==> src/hw/rtl/e2q_pkg.sv <==
package e2q_pkg;

	localparam int ANGLE_W = 20;
	localparam int CW = 34;
	localparam int ZW = 34;
	localparam int ATAN_LEN = 24;
	localparam int QW = 16;
	localparam int CORDIC_STEPS = 16;

	localparam logic signed [ZW-1:0] PI_UNITS = 34'sd3373259426;
	localparam logic signed [ZW-1:0] HALF_PI_UNITS = 34'sd1686629713;
	localparam logic signed [CW-1:0] CORDIC_GAIN = 34'sd652032874;

	typedef struct packed {
		logic signed [ANGLE_W-1:0] roll_angle;
		logic signed [ANGLE_W-1:0] pitch_angle;
		logic signed [ANGLE_W-1:0] yaw_angle;
	} angles_t;

	typedef struct packed {
		logic signed [QW-1:0] quat_w;
		logic signed [QW-1:0] quat_x;
		logic signed [QW-1:0] quat_y;
		logic signed [QW-1:0] quat_z;
	} quat_t;

	typedef struct packed {
		logic signed [CW-1:0] x;
		logic signed [CW-1:0] y;
		logic signed [ZW-1:0] z;
		logic neg;
	} rot_t;

	function automatic logic signed [ZW-1:0] atan_units(input int i);
		logic signed [ZW-1:0] r;
		unique case (i)
			0: r = 34'sh3243F6A8;
			1: r = 34'sh1DAC6705;
			2: r = 34'sh0FADBAFC;
			3: r = 34'sh07F56EA6;
			4: r = 34'sh03FEAB76;
			5: r = 34'sh01FFD55B;
			6: r = 34'sh00FFFAAA;
			7: r = 34'sh007FFF55;
			8: r = 34'sh003FFFEA;
			9: r = 34'sh001FFFFD;
			10: r = 34'sh000FFFFF;
			11: r = 34'sh0007FFFF;
			12: r = 34'sh0003FFFF;
			13: r = 34'sh0001FFFF;
			14: r = 34'sh0000FFFF;
			15: r = 34'sh00007FFF;
			16: r = 34'sh00003FFF;
			17: r = 34'sh00001FFF;
			18: r = 34'sh00000FFF;
			19: r = 34'sh000007FF;
			20: r = 34'sh000003FF;
			21: r = 34'sh000001FF;
			22: r = 34'sh000000FF;
			default: r = 34'sh0000007F;
		endcase
		return r;
	endfunction

endpackage

==> src/hw/rtl/e2q_cell.sv <==
module e2q_cell #(
	parameter int STEP = 0
) (
	input  logic           clk,
	input  logic           en,
	input  e2q_pkg::rot_t  din [3],
	output e2q_pkg::rot_t  dout [3]
);
	e2q_pkg::rot_t nxt [3];

	always_comb begin
		for (int k = 0; k < 3; k++) begin
			nxt[k].neg = din[k].neg;
			if (!din[k].z[e2q_pkg::ZW-1]) begin
				nxt[k].x = din[k].x - (din[k].y >>> STEP);
				nxt[k].y = din[k].y + (din[k].x >>> STEP);
				nxt[k].z = din[k].z - e2q_pkg::atan_units(STEP);
			end else begin
				nxt[k].x = din[k].x + (din[k].y >>> STEP);
				nxt[k].y = din[k].y - (din[k].x >>> STEP);
				nxt[k].z = din[k].z + e2q_pkg::atan_units(STEP);
			end
		end
	end

	always_ff @(posedge clk) begin
		if (en) begin
			dout <= nxt;
		end
	end
endmodule

==> config.mk <==
export PLATFORM = sky130hd
export DESIGN_NAME = e2q_cell
export DESIGN_NICKNAME = d
export VERILOG_FILES = /design/src/hw/rtl/e2q_pkg.sv /design/src/hw/rtl/e2q_cell.sv
export SDC_FILE = /design/constraint.sdc
export NUM_CORES = 1
export LEC_CHECK = 0
export BUFFER_PORTS_ARGS = -buffer_cell sky130_fd_sc_hd__buf_4
export CAP_MARGIN = 40
export CORE_MARGIN = 1.5
export CORE_UTILIZATION = 55
export CTS_BUF_LIST = sky130_fd_sc_hd__clkbuf_8
export DETAILED_ROUTE_END_ITERATION = 8
export HOLD_SLACK_MARGIN = 0.1
export PLACE_DENSITY = 0.8
export SLEW_MARGIN = 15
export SYNTH_ARGS = -nofsm -noshare
export SYNTH_HDL_FRONTEND = slang
export SYNTH_SLANG_ARGS = --single-unit
==> constraint.sdc <==
create_clock -name clk -period 6.2 [get_ports clk]
set_input_delay 1.55 -clock clk [delete_from_list [all_inputs] [get_ports clk]]
set_output_delay 1.55 -clock clk [all_outputs]
set_load 0.02 [all_outputs]
==> flow_summary_export.csv <==
group,metric,value,unit
finish,n_fill_cell,4645,
timing,tightest_slew,1.06,ns
synthesis,yosysWarnings,0,
clock_tree,cts-root-buf,"clkbuf_8",
clock_tree,cts_buffers,56,
placement,hpwlAfterDp,92900,um
timing,hold_violations,0,
floorplan,start_util,55.4,%
synthesis,ys.flop_type,"edfxtp_1",
worst_setup_path,crit_chain,"buf_4 -> ha_1 -> fa_1 -> nor2b_1 -> o21bai_1 -> a211oi_1 -> nor3_1 -> nor3b_1 -> o41a_1 -> o31ai_1 -> a311o_1 -> a21oi_1 -> xnor2_1",
timing,setup_ws,1.58,ns
global_route,grt_pass1_wl,172000,um
worst_setup_path,worstSetupEndpointType,"register",
drt,post_drt_via_cell_ratio,6.17,
placement,place_inst,4816,
placement,dpl-instance-area,35800,um2
global_route,grt_use_total,39.2,%
drt,firstDrtPassIters,7,
worst_setup_path,path_max_fanout,5,
synthesis,netlist_instances,3555,
synthesis,synth-seq-area-share,30.1,%
floorplan,ios,620,
timing,min_period,4.62,ns
finish,largest_reg_flops,306,
drt,routed_wl,116000,um
clock_tree,cts_hold_buf,0,
finish,utilization,67.1,%
power,powerDensity,233,nW/um2
timing,relSlewSlack,29.2,%
synthesis,synth_cell_types,86,
finish,syn2layout_area_growth,21.0,%
synthesis,synth_top_area_share,30.1,%
synthesis,syn_area,30500,um2
synthesis,ys_ff_latch,306,
power,ir_drop,243,uV
timing,setup_viol,0,
timing,hold_ws,1.06,ns
worst_setup_path,required,6.61,ns
synthesis,synth-edff-count,306,
global_route,overflow,0,
worst_setup_path,path_class,"input pin to register",
clock_tree,post_cts_buffers,0,
placement,place_congestion,1.09,
synthesis,synth_commonest_cells,"445 x a21oi_1, 384 x ha_1, 345 x inv_1",
drt,vias,30400,
power,leakage,16.7,nW
worst_setup_path,arrival,5.03,ns
floorplan,die_x,238,um
synthesis,synthesis.nets,4262,
clock_tree,cts_tree,"done",
finish,final_layout_size_suffix_gt1_share,18.2,%
drt,routedWlPerCell,23.5,um
floorplan,chipHeight,238,um
placement,port-buffer-count,619,
worst_setup_path,cp_slowest_cell,"nor3_1",
worst_setup_path,cpPeakStageDelay,0.63,ns
finish,stdcell_area,36900,um2
timing,slew_violations,0,
synthesis,yosysMostFrequentCell,"a21oi_1",
floorplan,dieArea,56900,um2
timing,rsz0062_at_grt,"false",
clock_tree,h-tree-depth,2,
clock_tree,cts_resized,0,
drt,postRouteAntennaNets,0,
floorplan,core-area,55000,um2
floorplan,placementRows,86,
clock_tree,clk_pin_slew,0.06,ns
timing,max_freq,0.216,GHz
placement,pre_cts_ws,1.04,ns
timing,fin_crit_sh,74.5,%
synthesis,postSynthAreaPerCell,8.58,um2
clock_tree,cts_buffer_depth,3,
drt,drtIter0Drc,3540,
worst_hold_path,hp-class,"input pin to register",
global_route,grt_pass1_vias,28300,
worst_setup_path,path_buf_inv,1,
clock_tree,cts.sinks,306,
finish,nets,4833,
worst_setup_path,crit_family,"compound AO/OA/AOI/OAI gates",
outcome,status,"complete, no violations",
synthesis,synthTopCellsByArea,"edfxtp_1 30%, ha_1 16%, a21oi_1 7.3%",
drt,drc_errors,0,
worst_setup_path,start_kind,"input pin",
global_route,grt_max_degree,116,
synthesis,asyncSetResetFlopFracSynth,0,%
finish,fin_cells,4928,
finish,regMostFlops,"dout",
timing,fin_setup_tns,0,ns
global_route,antenna_found_initial,15,
synthesis,yosys.area.top_type,"edfxtp_1",
job,max-cap-violations,0,
finish,top_regs,"dout: 306 flops",
power,fin_total_pwr,8.61,mW
-- power breakdown --
part	total (mW)	switching, mW	internal (mW)
clock network	1.98	0.957	1.02
registers	2.89	0.140	2.75
logic	3.74	2.32	1.42
-- kinds of logic after synthesis --
group,share of synthesized area (%)
fa+ha+maj,16.5
buf+inv,6.10
xor+xnor,7.73
flops,30.1
mux,1.45
compound gates,25.7
simple gates,12.3
-- final cells by class --
type | instances | area (um2) | area share, %
Multi-Input combinational cell | 2763 | 19400 | 52.7
Sequential cell | 306 | 9190 | 24.9
Timing Repair Buffer | 641 | 4850 | 13.2
Inverter | 358 | 1340 | 3.64
Tap cell | 748 | 936 | 2.54
Clock buffer | 57 | 785 | 2.13
Clock inverter | 46 | 310 | 0.841
Antenna cell | 9 | 22.5 | 0.0611
-- routing by layer --
layer	routed length [um]	vias to the layer above	track usage [%]	share of wire, %
met5	87	-	0	0.075
met4	5240	12	15.9	4.5
met3	13600	332	10.1	12
met2	50400	1857	60.0	43
met1	46500	14200	52.6	40
li1	-	14000	-	-
-- worst paths after layout --
| path | startpoint | to | slack [ns] | cells past startpoint |
|---|---|---|---|---|
| worst min-delay path | din[206] | dout[206] | 1.06 | 1 |
| worst max-delay path | din[138] | dout[194] | 1.58 | 13 |
-- placed cells by master (no fill, tap or decap), drive strengths merged, types with 38 or more instances in the layout --
master,netlist,layout
buf,38,641
a21oi,447,447
ha,384,384
inv,348,363
nor2,336,336
edfxtp,306,306
o21ai,232,232
xnor2,222,222
nand2,166,166
a21o,110,110
o21bai,103,103
nor3,70,70
nand3,57,57
clkbuf,90,57
xor2,47,47
a31oi,45,45
mux2i,43,43
a211oi,38,38
Note: power is estimated with default switching activity, not from simulation.
